`src/design/assert_macros.svh`:
```
// Concurrent assertion helpers. Define NO_ASSERTIONS to compile them away.
`ifndef ASSERT_MACROS_SVH
`define ASSERT_MACROS_SVH
`ifndef NO_ASSERTIONS
// Property must hold at every clock edge outside reset.
`define ASSERT_PROP(lbl, clk, rstn, prop, msg) \
	lbl: assert property (@(posedge clk) disable iff (!(rstn)) (prop)) else $error(msg);
// Condition must never be seen at a clock edge outside reset.
`define ASSERT_NEVER(lbl, clk, rstn, cond, msg) \
	lbl: assert property (@(posedge clk) disable iff (!(rstn)) !(cond)) else $error(msg);
`else
`define ASSERT_PROP(lbl, clk, rstn, prop, msg)
`define ASSERT_NEVER(lbl, clk, rstn, cond, msg)
`endif
`endif

```
`src/design/rc4v_pkg.sv`:
```
package rc4v_pkg;

	localparam int unsigned BYTE_W             = 8;
	localparam int unsigned CNT_W              = 9;
	localparam int unsigned PERM_DEPTH         = 256;
	localparam int unsigned KEY_STORE_DEPTH_DEF = 256;
	localparam logic [BYTE_W-1:0] KEY_OFFSET   = 8'd128;
	localparam logic [BYTE_W-1:0] LAST_STEP    = 8'hFF;

	typedef enum logic {
		ITEM_KEY  = 1'b0,
		ITEM_DATA = 1'b1
	} item_op_t;

	typedef struct packed {
		logic              operation;
		logic [BYTE_W-1:0] value;
		logic              key_last;
	} in_item_t;

	typedef struct packed {
		logic [BYTE_W-1:0] data_out;
		logic              not_keyed;
	} out_item_t;

	typedef enum logic [3:0] {
		OP_NONE,
		OP_KEY_WR,
		OP_INIT,
		OP_K_RDS,
		OP_K_RDJ,
		OP_K_WRS,
		OP_K_WRJ,
		OP_D_RDI,
		OP_D_RDJ,
		OP_D_WRI,
		OP_D_WRJ,
		OP_NK
	} dp_op_t;

	typedef struct packed {
		dp_op_t op;
		logic   out_load;
	} dp_cmd_t;

	typedef struct packed {
		logic keyed;
		logic s_last;
		logic out_free;
	} dp_status_t;

endpackage

```
`src/design/rc4v_ctrl.sv`:
```
`include "assert_macros.svh"

module rc4v_ctrl (
	input  logic                clk,
	input  logic                arst_n,
	input  logic                in_valid,
	output logic                in_ready,
	input  rc4v_pkg::in_item_t  in_item,
	input  rc4v_pkg::dp_status_t status,
	output rc4v_pkg::dp_cmd_t   cmd
);

	typedef enum logic [3:0] {
		ST_IDLE,
		ST_INIT,
		ST_K_RDS,
		ST_K_RDJ,
		ST_K_WRS,
		ST_K_WRJ,
		ST_D_RDJ,
		ST_D_WRI,
		ST_D_WRJ,
		ST_NK
	} state_t;

	state_t state_q;
	state_t state_nxt;

	assign in_ready = (state_q == ST_IDLE);

	always_comb begin
		state_nxt    = state_q;
		cmd.op       = rc4v_pkg::OP_NONE;
		cmd.out_load = 1'b0;
		unique case (state_q)
			ST_IDLE: begin
				if (in_valid) begin
					if (in_item.operation == rc4v_pkg::ITEM_KEY) begin
						cmd.op = rc4v_pkg::OP_KEY_WR;
						if (in_item.key_last) begin
							state_nxt = ST_INIT;
						end
					end else if (status.keyed) begin
						cmd.op    = rc4v_pkg::OP_D_RDI;
						state_nxt = ST_D_RDJ;
					end else begin
						state_nxt = ST_NK;
					end
				end
			end
			ST_INIT: begin
				cmd.op = rc4v_pkg::OP_INIT;
				if (status.s_last) begin
					state_nxt = ST_K_RDS;
				end
			end
			ST_K_RDS: begin
				cmd.op    = rc4v_pkg::OP_K_RDS;
				state_nxt = ST_K_RDJ;
			end
			ST_K_RDJ: begin
				cmd.op    = rc4v_pkg::OP_K_RDJ;
				state_nxt = ST_K_WRS;
			end
			ST_K_WRS: begin
				cmd.op    = rc4v_pkg::OP_K_WRS;
				state_nxt = ST_K_WRJ;
			end
			ST_K_WRJ: begin
				cmd.op    = rc4v_pkg::OP_K_WRJ;
				state_nxt = status.s_last ? ST_IDLE : ST_K_RDS;
			end
			ST_D_RDJ: begin
				cmd.op    = rc4v_pkg::OP_D_RDJ;
				state_nxt = ST_D_WRI;
			end
			ST_D_WRI: begin
				cmd.op    = rc4v_pkg::OP_D_WRI;
				state_nxt = ST_D_WRJ;
			end
			ST_D_WRJ: begin
				// repeat the final swap write while the output slot is full
				cmd.op = rc4v_pkg::OP_D_WRJ;
				if (status.out_free) begin
					cmd.out_load = 1'b1;
					state_nxt    = ST_IDLE;
				end
			end
			ST_NK: begin
				cmd.op = rc4v_pkg::OP_NK;
				if (status.out_free) begin
					cmd.out_load = 1'b1;
					state_nxt    = ST_IDLE;
				end
			end
			default: begin
				state_nxt = ST_IDLE;
			end
		endcase
	end

	always_ff @(posedge clk or negedge arst_n) begin
		if (!arst_n) begin
			state_q <= ST_IDLE;
		end else begin
			state_q <= state_nxt;
		end
	end

	`ASSERT_PROP(a_nk_unkeyed, clk, arst_n, (state_q == ST_NK) |-> !status.keyed, "unkeyed path taken while keyed")
	`ASSERT_PROP(a_sched_after_init, clk, arst_n, (state_q == ST_INIT && status.s_last) |=> (state_q == ST_K_RDS), "schedule did not follow table init")
	`ASSERT_NEVER(a_load_when_full, clk, arst_n, cmd.out_load && !status.out_free, "result loaded into a full output slot")

endmodule

```
`config.mk`:
```
export PLATFORM = sky130hd
export DESIGN_NAME = rc4v_ctrl
export DESIGN_NICKNAME = d
export VERILOG_FILES = /design/src/design/rc4v_pkg.sv /design/src/design/rc4v_ctrl.sv
export VERILOG_INCLUDE_DIRS = /design/src /design/src/design
export SDC_FILE = /design/constraint.sdc
export NUM_CORES = 1
export LEC_CHECK = 0
export ABC_AREA = 1
export BUFFER_PORTS_ARGS = -buffer_cell sky130_fd_sc_hd__buf_2
export CAP_MARGIN = 25
export CORE_AREA = 2 2 39 41
export CTS_CLUSTER_DIAMETER = 100
export DETAILED_ROUTE_END_ITERATION = 7
export DIE_AREA = 0 0 41 43
export SYNTH_ARGS = -nofsm -noshare
export SYNTH_HDL_FRONTEND = slang
export SYNTH_SLANG_ARGS = --single-unit
export TNS_END_PERCENT = 5
```
`constraint.sdc`:
```
create_clock -name clk -period 1.4 [get_ports clk]
set_input_delay 0.07 -clock clk [delete_from_list [all_inputs] [get_ports clk]]
set_output_delay 0.07 -clock clk [all_outputs]
set_load 0.05 [all_outputs]
```
==> impl_metrics.csv <==
group,metric,value,unit
critical_path,worstSetupStartpointType,"register",
floorplan,io_pins,22,
finish,fin_area,651,um2
timing,fin_crit,1.44,ns
finish,final_layout_size_suffix_gt1_share,47.4,%
place,buffer_ports.inserted,13,
critical_path,data_arrival_at_the_endpoint_of_the_critical_path,1.37,ns
timing,final_hold_slack,0.157,ns
cts,cts_htree_levels,1,
timing,finalClockSkew,0.00503,ns
cts,clkSlewWorstSetupHoldPaths,0.04,ns
cts,tritoncts,"yes",
critical_path,r2r_start,"state_q[2]",
floorplan,dieArea,0.00176,mm2
critical_path,rrSetupSlack,0.03,ns
drt,drt_first_iter_violations,4,
floorplan,row_count,14,
floorplan,coreArea,0.00138,mm2
finish,layout_commonest_cell,"sky130_fd_sc_hd__nand2_1",
finish,largest_register_ffs,4,
timing,timing_hold_violations_final,0,
timing,maxClockFrequency,0.693,GHz
global_route,grt_pass1_wl,1840,um
finish,area.growth.synth_to_final,57.1,%
yosys,post_synth_inst_count,71,
run_status,violations,"setup timing",
critical_path,critical_path.reg2reg.endpoint,"state_q[3]",
yosys,ys_seq_area_share,24.2,%
global_route,grt_overflow,0,
critical_path,critical_path_class,"register to output pin",
timing,setup_viol,3,
power,power_per_cell_area,2820,mW/mm2
cts,cts_sinks,4,
critical_path,ff2ff_path_depth,8,
run_status,outcome,"finished, violations left",
global_route,gr-usage-all-layers,15.0,%
power,leakage_power_summed_over_all_cells,0.374,nW
drt,drcViolationCount,0,
cts,cts_inserted_buffers,3,
critical_path,critPathCapture,"cmd[2]",
place,routability_congestion_estimate,0.776,
finish,diodes,0,
floorplan,die-height,43,um
yosys,postSynthNetCount,87,
power,ir_worst_vdd,1.42,mV
finish,largest_register,"state_q",
timing,timing_worst_slew_pin_value,0.247,ns
critical_path,crit_path_end_kind,"output pin",
critical_path,crit_path_start,"state_q[2]",
critical_path,worst-endpoint-required,1.33,ns
cts,cts_root_buffer,"sky130_fd_sc_hd__clkbuf_4",
global_route,grt_start_max_net_pins,8,
critical_path,timing.critical_path.fanout_max,6,
yosys,ys_seq_elements,4,
place,post_dp_cell_area,514,um2
finish,biggestRegsByFlops,"state_q: 4 flops",
global_route,antenna_found_initial,0,
cts,cts_max_path_buffers,2,
flow_run,cap_violations,0,
place,detailedPlacementHpwl,836,um
global_route,via_count_of_the_first_global_routing_pass,441,
timing,drv_slew,0,
drt,viasPerCell,4.68,
timing,post-route-period-util,103,%
drt,dr.pass1.iters,4,
yosys,synth.lib_cells_used.distinct,15,
finish,most_used_cells_in_the_layout_excluding_fill_and_tap_cells,"sky130_fd_sc_hd__nand2_1 (16), sky130_fd_sc_hd__inv_1 (12), sky130_fd_sc_hd__nor2_1 (9)",
drt,antenna_violating_nets_left,0,
drt,wire_per_inst,9.97,um
drt,detailroute.via_count,520,
yosys,synth.yosys.warnings,0,
finish,num-nets-final,113,
timing,worst_slew_margin_rel,83.6,%
cts,clk_latency,0.23,ns
drt,drt-total-wl,1110,um
worst_hold_path,hp-class,"input port to register",
timing,rsz0062_at_grt,"true",
floorplan,initial_core_utilization,29.9,%
timing,fin_ws,-0.0430,ns
floorplan,fp.dieW,41,um
yosys,post_synth.cell_area_avg,5.83,um2
yosys,syn-cell-area,414,um2
[layout make-up]
type                    count  area (um2)
flip-flops and latches      4         105
multi-input cells          52         295
well taps                  16        20.0
inverters                  15        56.3
fillers                   154         733
clock buffers               3        22.5
repair buffers             21         151
[Yosys cell counts (all sizes together)]
| master | n | area (um2) |
|---|---|---|
| o21ai | 4 | 23.8 |
| nand3b | 1 | 7.51 |
| nor2 | 13 | 58.8 |
| nand2 | 20 | 80.1 |
| inv | 15 | 56.3 |
| nand4 | 2 | 12.5 |
| nand3 | 11 | 70.1 |
| dfrtp | 4 | 100 |
| a21oi | 1 | 5.00 |
[how the worst min path moves through the flow]
stage                          from          to  slack [ns]  depth (start not counted)
after floorplan              arst_n  state_q[0]       -0.23                          0
final                     status[0]  state_q[3]        0.16                          4
after global routing      status[0]  state_q[3]        0.17                          4
after CTS                 status[0]  state_q[3]        0.15                          4
after detailed placement     arst_n  state_q[2]       -0.12                          1
after global placement       arst_n  state_q[1]       -0.13                          1
[kinds of logic after synthesis]
family	Yosys count	synth area share [%]
AO/OA/AOI/OAI	5	6.95
buffers and inverters	15	13.6
flip-flops	4	24.2
AND/OR/NAND/NOR	47	55.3
[power breakdown]
part | leakage (nW) | total [mW] | switching, mW | internal, mW
logic | 0.314 | 1.43 | 0.897 | 0.534
clock network | 0.0138 | 0.139 | 0.0436 | 0.0956
registers | 0.0464 | 0.265 | 0.0898 | 0.175
[worst max-delay path, cell delays in order (launching register included)]
cell,delay (ns)
sky130_fd_sc_hd__dfrtp_2,0.43
sky130_fd_sc_hd__nor2_4,0.21
sky130_fd_sc_hd__nand3_2,0.12
sky130_fd_sc_hd__inv_2,0.07
sky130_fd_sc_hd__nand2_2,0.05
sky130_fd_sc_hd__nand3b_1,0.09
sky130_fd_sc_hd__buf_6,0.16
[per-stage QoR]
stage / instances / power, mW / setup WS, ns / utilization, % / TNS (ns)
3_5_place_dp: 101 / 1.37 / 0.0913 / 37.2 / 0
6_report: 111 / 1.83 / -0.0430 / 47.0 / -0.120
4_1_cts: 110 / 1.80 / -0.0288 / 45.8 / -0.0699
2_1_floorplan: 71 / 1.13 / -0.0824 / - / -0.155
5_1_grt: 111 / 1.98 / -0.139 / 47.0 / -0.493
3_3_place_gp: 101 / 1.36 / 0.0943 / 37.2 / 0
[repair_timing]
| action | CTS | global route |
|---|---|---|
| pin swaps | 8 | 2 |
| setup buffers | 5 | 1 |
| hold buffers | 1 | 0 |
| setup endpoints to repair | 5 | 7 |
| hold endpoints to repair | 4 | 0 |
| cloned | 0 | 0 |
| gates resized for setup | 18 | 6 |
[routing by layer]
layer / share of wire (%) / global-route usage [%] / up-vias / routed length [um]
li1: - / - / 270 / -
met1: 45 / 20.8 / 233 / 498
met2: 49 / 22.8 / 17 / 538
met3: 6.3 / 6.28 / 0 / 70
met4: 0 / 0 / 0 / 0
met5: 0 / 0 / - / 0
No activity file was read; power rests on OpenSTA's default activity.
