--- src/design/assert_macros.svh ---
// Concurrent assertion helpers. Define NO_ASSERTIONS to compile them away.
`ifndef ASSERT_MACROS_SVH
`define ASSERT_MACROS_SVH
`ifndef NO_ASSERTIONS
// Property must hold at every clock edge outside reset.
`define ASSERT_PROP(lbl, clk, rstn, prop, msg) \
	lbl: assert property (@(posedge clk) disable iff (!(rstn)) (prop)) else $error(msg);
// Condition must never be seen at a clock edge outside reset.
`define ASSERT_NEVER(lbl, clk, rstn, cond, msg) \
	lbl: assert property (@(posedge clk) disable iff (!(rstn)) !(cond)) else $error(msg);
`else
`define ASSERT_PROP(lbl, clk, rstn, prop, msg)
`define ASSERT_NEVER(lbl, clk, rstn, cond, msg)
`endif
`endif

--- src/design/rc4v_pkg.sv ---
package rc4v_pkg;

	localparam int unsigned BYTE_W             = 8;
	localparam int unsigned CNT_W              = 9;
	localparam int unsigned PERM_DEPTH         = 256;
	localparam int unsigned KEY_STORE_DEPTH_DEF = 256;
	localparam logic [BYTE_W-1:0] KEY_OFFSET   = 8'd128;
	localparam logic [BYTE_W-1:0] LAST_STEP    = 8'hFF;

	typedef enum logic {
		ITEM_KEY  = 1'b0,
		ITEM_DATA = 1'b1
	} item_op_t;

	typedef struct packed {
		logic              operation;
		logic [BYTE_W-1:0] value;
		logic              key_last;
	} in_item_t;

	typedef struct packed {
		logic [BYTE_W-1:0] data_out;
		logic              not_keyed;
	} out_item_t;

	typedef enum logic [3:0] {
		OP_NONE,
		OP_KEY_WR,
		OP_INIT,
		OP_K_RDS,
		OP_K_RDJ,
		OP_K_WRS,
		OP_K_WRJ,
		OP_D_RDI,
		OP_D_RDJ,
		OP_D_WRI,
		OP_D_WRJ,
		OP_NK
	} dp_op_t;

	typedef struct packed {
		dp_op_t op;
		logic   out_load;
	} dp_cmd_t;

	typedef struct packed {
		logic keyed;
		logic s_last;
		logic out_free;
	} dp_status_t;

endpackage

--- src/design/rc4v_dp.sv ---
`include "assert_macros.svh"

module rc4v_dp #(
	parameter int unsigned KEY_STORE_DEPTH = rc4v_pkg::KEY_STORE_DEPTH_DEF
) (
	input  logic                 clk,
	input  logic                 arst_n,
	input  rc4v_pkg::in_item_t   in_item,
	input  rc4v_pkg::dp_cmd_t    cmd,
	output rc4v_pkg::dp_status_t status,
	output logic                 out_valid,
	input  logic                 out_ready,
	output rc4v_pkg::out_item_t  out_item
);

	localparam int unsigned KW = (KEY_STORE_DEPTH > 1) ? $clog2(KEY_STORE_DEPTH) : 1;
	localparam logic [rc4v_pkg::CNT_W-1:0] CNT_LIMIT = rc4v_pkg::CNT_W'(KEY_STORE_DEPTH);
	localparam logic [rc4v_pkg::CNT_W-1:0] CNT_ONE   = rc4v_pkg::CNT_W'(1);

	logic [rc4v_pkg::BYTE_W-1:0] perm_mem [rc4v_pkg::PERM_DEPTH];
	logic [rc4v_pkg::BYTE_W-1:0] key_mem  [KEY_STORE_DEPTH];

	logic [rc4v_pkg::BYTE_W-1:0] perm_rd_q;
	logic [rc4v_pkg::BYTE_W-1:0] key_rd_q;
	logic [rc4v_pkg::BYTE_W-1:0] si_q;
	logic [rc4v_pkg::BYTE_W-1:0] sj_q;
	logic [rc4v_pkg::BYTE_W-1:0] data_q;
	logic                        keqi_q;
	logic                        keqj_q;

	logic [rc4v_pkg::CNT_W-1:0]  key_count_q;
	logic [rc4v_pkg::CNT_W-1:0]  kidx_q;
	logic [rc4v_pkg::BYTE_W-1:0] s_q;
	logic [rc4v_pkg::BYTE_W-1:0] i_q;
	logic [rc4v_pkg::BYTE_W-1:0] j_q;
	logic                        keyed_q;
	logic                        out_valid_q;
	rc4v_pkg::out_item_t         out_item_q;

	logic                        perm_we;
	logic                        perm_re;
	logic [rc4v_pkg::BYTE_W-1:0] perm_waddr;
	logic [rc4v_pkg::BYTE_W-1:0] perm_wdata;
	logic [rc4v_pkg::BYTE_W-1:0] perm_raddr;
	logic [rc4v_pkg::BYTE_W-1:0] j_sched;
	logic [rc4v_pkg::BYTE_W-1:0] i_inc;
	logic [rc4v_pkg::BYTE_W-1:0] j_data;
	logic [rc4v_pkg::BYTE_W-1:0] k_addr;
	logic [rc4v_pkg::BYTE_W-1:0] ks_byte;
	logic [rc4v_pkg::CNT_W-1:0]  kidx_inc;
	logic                        key_we;

	assign j_sched  = j_q + perm_rd_q + key_rd_q + rc4v_pkg::KEY_OFFSET;
	assign i_inc    = i_q + 8'd1;
	assign j_data   = j_q + perm_rd_q;
	assign k_addr   = si_q + perm_rd_q;
	assign kidx_inc = kidx_q + CNT_ONE;
	assign key_we   = (cmd.op == rc4v_pkg::OP_KEY_WR) && (key_count_q < CNT_LIMIT);

	// swapped entries are not yet all in memory when the keystream byte is read
	assign ks_byte = keqi_q ? sj_q : (keqj_q ? si_q : perm_rd_q);

	always_comb begin
		perm_we    = 1'b0;
		perm_re    = 1'b0;
		perm_waddr = s_q;
		perm_wdata = perm_rd_q;
		perm_raddr = s_q;
		case (cmd.op)
			rc4v_pkg::OP_INIT: begin
				perm_we    = 1'b1;
				perm_wdata = s_q;
			end
			rc4v_pkg::OP_K_RDS: begin
				perm_re = 1'b1;
			end
			rc4v_pkg::OP_K_RDJ: begin
				perm_re    = 1'b1;
				perm_raddr = j_sched;
			end
			rc4v_pkg::OP_K_WRS: begin
				perm_we = 1'b1;
			end
			rc4v_pkg::OP_K_WRJ, rc4v_pkg::OP_D_WRJ: begin
				perm_we    = 1'b1;
				perm_waddr = j_q;
				perm_wdata = si_q;
			end
			rc4v_pkg::OP_D_RDI: begin
				perm_re    = 1'b1;
				perm_raddr = i_inc;
			end
			rc4v_pkg::OP_D_RDJ: begin
				perm_re    = 1'b1;
				perm_raddr = j_data;
			end
			rc4v_pkg::OP_D_WRI: begin
				perm_we    = 1'b1;
				perm_waddr = i_q;
				perm_re    = 1'b1;
				perm_raddr = k_addr;
			end
			default: begin
				perm_we = 1'b0;
			end
		endcase
	end

	always_ff @(posedge clk) begin
		if (perm_we) begin
			perm_mem[perm_waddr] <= perm_wdata;
		end
		if (perm_re) begin
			perm_rd_q <= perm_mem[perm_raddr];
		end
	end

	always_ff @(posedge clk) begin
		if (key_we) begin
			key_mem[key_count_q[KW-1:0]] <= in_item.value;
		end
		if (cmd.op == rc4v_pkg::OP_K_RDS) begin
			key_rd_q <= key_mem[kidx_q[KW-1:0]];
		end
	end

	always_ff @(posedge clk) begin
		case (cmd.op)
			rc4v_pkg::OP_K_RDJ, rc4v_pkg::OP_D_RDJ: begin
				si_q <= perm_rd_q;
			end
			rc4v_pkg::OP_D_RDI: begin
				data_q <= in_item.value;
			end
			rc4v_pkg::OP_D_WRI: begin
				sj_q   <= perm_rd_q;
				keqi_q <= (k_addr == i_q);
				keqj_q <= (k_addr == j_q);
			end
			default: begin
				si_q <= si_q;
			end
		endcase
		if (cmd.out_load) begin
			if (cmd.op == rc4v_pkg::OP_NK) begin
				out_item_q.data_out  <= '0;
				out_item_q.not_keyed <= 1'b1;
			end else begin
				out_item_q.data_out  <= ks_byte ^ data_q;
				out_item_q.not_keyed <= 1'b0;
			end
		end
	end

	always_ff @(posedge clk or negedge arst_n) begin
		if (!arst_n) begin
			key_count_q <= '0;
			kidx_q      <= '0;
			s_q         <= '0;
			i_q         <= '0;
			j_q         <= '0;
			keyed_q     <= 1'b0;
			out_valid_q <= 1'b0;
		end else begin
			case (cmd.op)
				rc4v_pkg::OP_KEY_WR: begin
					if (key_we) begin
						key_count_q <= key_count_q + CNT_ONE;
					end
				end
				rc4v_pkg::OP_INIT: begin
					s_q    <= s_q + 8'd1;
					j_q    <= '0;
					kidx_q <= '0;
				end
				rc4v_pkg::OP_K_RDJ: begin
					j_q <= j_sched;
				end
				rc4v_pkg::OP_K_WRJ: begin
					s_q <= s_q + 8'd1;
					if (s_q == rc4v_pkg::LAST_STEP) begin
						i_q         <= '0;
						j_q         <= '0;
						kidx_q      <= '0;
						key_count_q <= '0;
						keyed_q     <= 1'b1;
					end else if (kidx_inc == key_count_q) begin
						kidx_q <= '0;
					end else begin
						kidx_q <= kidx_inc;
					end
				end
				rc4v_pkg::OP_D_RDI: begin
					i_q <= i_inc;
				end
				rc4v_pkg::OP_D_RDJ: begin
					j_q <= j_data;
				end
				default: begin
					s_q <= s_q;
				end
			endcase
			if (cmd.out_load) begin
				out_valid_q <= 1'b1;
			end else if (out_ready) begin
				out_valid_q <= 1'b0;
			end
		end
	end

	assign status.keyed    = keyed_q;
	assign status.s_last   = (s_q == rc4v_pkg::LAST_STEP);
	assign status.out_free = !out_valid_q || out_ready;
	assign out_valid       = out_valid_q;
	assign out_item        = out_item_q;

	`ASSERT_PROP(a_count_bound, clk, arst_n, key_count_q <= CNT_LIMIT, "key count past store depth")
	`ASSERT_PROP(a_kidx_in_key, clk, arst_n, (cmd.op == rc4v_pkg::OP_K_RDS) |-> (kidx_q < key_count_q), "key index outside stored key")
	`ASSERT_PROP(a_keyed_rise, clk, arst_n, $rose(keyed_q) |-> $past(cmd.op == rc4v_pkg::OP_K_WRJ), "keyed set outside schedule end")

endmodule

--- config.mk ---
export PLATFORM = sky130hd
export DESIGN_NAME = rc4v_dp
export DESIGN_NICKNAME = d
export VERILOG_FILES = /design/src/design/rc4v_pkg.sv /design/src/design/rc4v_dp.sv
export VERILOG_INCLUDE_DIRS = /design/src /design/src/design
export SDC_FILE = /design/constraint.sdc
export NUM_CORES = 2
export LEC_CHECK = 0
export BUFFER_PORTS_ARGS = -buffer_cell sky130_fd_sc_hd__buf_2
export CAP_MARGIN = 40
export CELL_PAD_IN_SITES_DETAIL_PLACEMENT = 0
export CELL_PAD_IN_SITES_GLOBAL_PLACEMENT = 1
export CORE_MARGIN = 1.5
export CORE_UTILIZATION = 59
export CTS_CLUSTER_DIAMETER = 80
export DETAILED_ROUTE_END_ITERATION = 8
export PLACE_DENSITY = 0.84
export SLEW_MARGIN = 20
export SYNTH_ARGS = -nofsm -noshare
export SYNTH_HDL_FRONTEND = slang
export SYNTH_SLANG_ARGS = --single-unit
--- constraint.sdc ---
create_clock -name clk -period 13.7 [get_ports clk]
set_input_delay 2.055 -clock clk [delete_from_list [all_inputs] [get_ports clk]]
set_output_delay 2.055 -clock clk [all_outputs]
set_load 0.01 [all_outputs]
==> flow_summary.json <==
{
  "combPwrFrac_pct": 25.0,
  "met1Wirelength_mm": 160,
  "ys_ff_latch": 4191,
  "multiInputGateArea_um2": 39400,
  "synthDistinctLibCells": 92,
  "async_reset_ff_share_pct": 1.05,
  "cts_resized": 0,
  "nets": 10764,
  "gp_congestion": 0.936,
  "timing.fmax_mhz": 133,
  "dp_hpwl_mm": 251,
  "max_cap_viol_count": 0,
  "layout_commonest_cell": "edfxtp_1",
  "wire_per_inst_um": 29.1,
  "crit_path_end_kind": "flop",
  "cts_tree": "yes",
  "drtIter0Drc": 13397,
  "cts_root_buffer": "clkbuf_16",
  "tightest_slew_ns": 1.21,
  "fp-row-count": 195,
  "rsz0062_at_grt": "no",
  "regArea_um2": 126000,
  "post-cts-setup-buffers": 0,
  "final_area_um2": 187000,
  "grt_start_max_net_pins": 188,
  "mappedNetlistArea_um2": 168000,
  "hold_viol_final": 0,
  "hp-class": "reg -> reg",
  "die-area_um2": 288000,
  "setup-violations-final": 0,
  "crit_path_start_kind": "primary input",
  "first_global_vias": 94463,
  "intPower_w": 0.0236,
  "power_frac_clock_pct": 32.0,
  "cp_slowest_cell": "or2_4",
  "critical-path-top-delay-family": "simple AND/OR/NAND/NOR gates",
  "finalSetupTns_ns": 0,
  "via_count": 97838,
  "syn_inst": 10689,
  "p_leak_nw": 60.1,
  "mostFrequentLayoutCells": "edfxtp_1 (4147), nand2_1 (1363), nor2_1 (650)",
  "initial_core_util_pct": 59.4,
  "period_minus_slack_ns": 7.50,
  "period_share_pct": 54.8,
  "postSynthNetCount": 10744,
  "timing.hold.ws_ns": 0.468,
  "synth_edf_count": 4147,
  "htree_levels": 5,
  "clkSinkCount": 4191,
  "status": "complete, no violations",
  "viasPerCell": 6.62,
  "clk_pin_slew_worst_paths_ns": 0.06,
  "holdBufCountCts": 0,
  "clockBufferDepth": 4,
  "yosys_warnings": 0,
  "n_fill_cell": 18591,
  "port_buffers": 28,
  "syn2layout_area_growth_pct": 11.1,
  "synth_top_area_share_pct": 74.1,
  "placed_area_um2": 172000,
  "cts_made_buffers": 408,
  "ant_nets": 0,
  "overflow": 0,
  "slew_viol_final": 0,
  "cp.required_ns": 14.41,
  "crit_path_cell_trace": "buf_2 -> buf_16 -> nand4b_2 -> nand3_2 -> or2_4 -> nand2_8 -> buf_12 -> buf_4 -> a211oi_1 -> a311o_1 -> a21oi_1 -> or4_1 -> nor3_1 -> nor4_1 -> clkdlybuf4s15_2",
  "remaining_drc_errors": 0,
  "cp_max_fo": 170,
  "sw_frac_of_total_pct": 31.1,
  "max_stage_delay_ns": 0.61,
  "track_usage_pct": 29.5,
  "worstPathBufferInverterCount": 5,
  "wl_met2_mm": 207,
  "insertion_delay_ns": 0.98,
  "fin_skew_ns": 0.0661,
  "syn_avg_cell_area_um2": 15.7,
  "synth_ff_type": "edfxtp_1",
  "cp_data_arrival_time_ns": 8.21,
  "synth.area.top_cells": "edfxtp_1 (74%), mux4_2 (4.3%), mux2i_1 (3.4%)",
  "ir_worst_vdd_v": 0.000179,
  "grt_pass1_wl_mm": 626,
  "power.switching_w": 0.0107,
  "die_h_um": 537,
  "yosysSeqAreaShare_pct": 74.7,
  "drive_gt1_share_pct": 12.1,
  "crit_type": "in -> reg",
  "drt_pre_antenna_iters": 8,
  "seq_power_share_pct": 43.0,
  "maxSlewHeadroom_pct": 19.6,
  "power_density_nw_per_um2": 184,
  "dr_wl_met3_mm": 41.8,
  "fp.dieW_um": 537,
  "ioPinCount": 31,
  "wirelength_mm": 430,
  "antenna_found_initial": 14,
  "highest_layer": "met5",
  "yosys.area.top_type": "edfxtp_1",
  "core_area_um2": 283000
}
routing by layer:
layer  track usage [%]  vias to the layer above
met1              40.2                    49375
met5                 0                        -
met3              4.99                     1019
met2              47.4                     5385
li1                  -                    42053
met4              13.0                        6
through the flow:
| step | total power, W | setup WS (ns) | cells | utilization, % |
|---|---|---|---|---|
| final | 0.0343 | 6.20 | 14786 | 66.0 |
| after global placement | 0.0231 | 4.93 | 13879 | 60.7 |
| after CTS | 0.0342 | 6.21 | 14681 | 65.6 |
| after detailed placement | 0.0234 | 5.18 | 13938 | 61.0 |
| after floorplan | 0.0207 | 2.00 | 10689 | - |
| after global routing | 0.0353 | 6.09 | 14786 | 66.0 |
cell type report:
class	instances	area share, %
antenna	1	0.00134
clock buffer	512	5.74
clock inverter	231	1.23
inverter	44	0.0912
multi-input combinational	5710	21.1
sequential	4191	67.3
tap	3743	2.51
timing repair buffer	354	2.03
cells by family (layout without fill, tap and decap cells):
kind of cell / Yosys count / in the layout / share of synthesized area, %
flip-flops: 4191 / 4191 / 74.7
AND/OR/NAND/NOR: 3044 / 3044 / 7.98
AO/OA/AOI/OAI: 1669 / 1669 / 6.93
multiplexers: 895 / 895 / 7.72
buffers and inverters: 788 / 1141 / 2.00
XOR/XNOR: 65 / 65 / 0.339
adder cells (fa/ha/maj): 37 / 37 / 0.289
other: 0 / 1 / 0
synth_stat cells, types with 38 or more instances:
cell type,n
dfrtp_1,44
o221ai_1,234
nand2_1,1367
clkbuf_1,383
a22oi_1,53
o21ai_0,86
a211oi_1,314
inv_1,43
mux2i_1,566
a31oi_1,189
and3_1,267
edfxtp_1,4147
buf_2,204
o22ai_1,167
nor3_1,86
a311o_1,51
nor2_1,654
buf_1,123
mux4_2,320
nand3_1,527
a311oi_1,70
a21oi_1,357
xnor2_1,38
flip-flops by register name, indices dropped and copies added (netlist names), 9 cells and up:
register and cells:
perm_mem 2048, key_mem 2048, key_count_q 9, kidx_q 9, out_item 9
power groups by stage:
stage / Clock [W] / Sequential, W / Combinational, W
after floorplan: 0 / 0.0152 / 0.00548
after global placement: 0 / 0.0151 / 0.00802
after CTS: 0.0110 / 0.0148 / 0.00837
after global routing: 0.0115 / 0.0148 / 0.00905
final: 0.0110 / 0.0148 / 0.00856
after detailed placement: 0 / 0.0150 / 0.00832
final timing paths:
path	from	end	slack, ns	cells after the start
max	cmd[3]	perm_rd_q[7]	6.20	15
min	keyed_q	keyed_q	0.47	1
min reg2reg	keyed_q	keyed_q	0.47	1
max reg2reg	perm_rd_q[0]	perm_rd_q[1]	6.44	18
max in group asynchronous	arst_n	kidx_q[1]	11.90	2
min in group asynchronous	arst_n	keyed_q	1.19	2
Note: power is estimated with default switching activity, not from simulation.
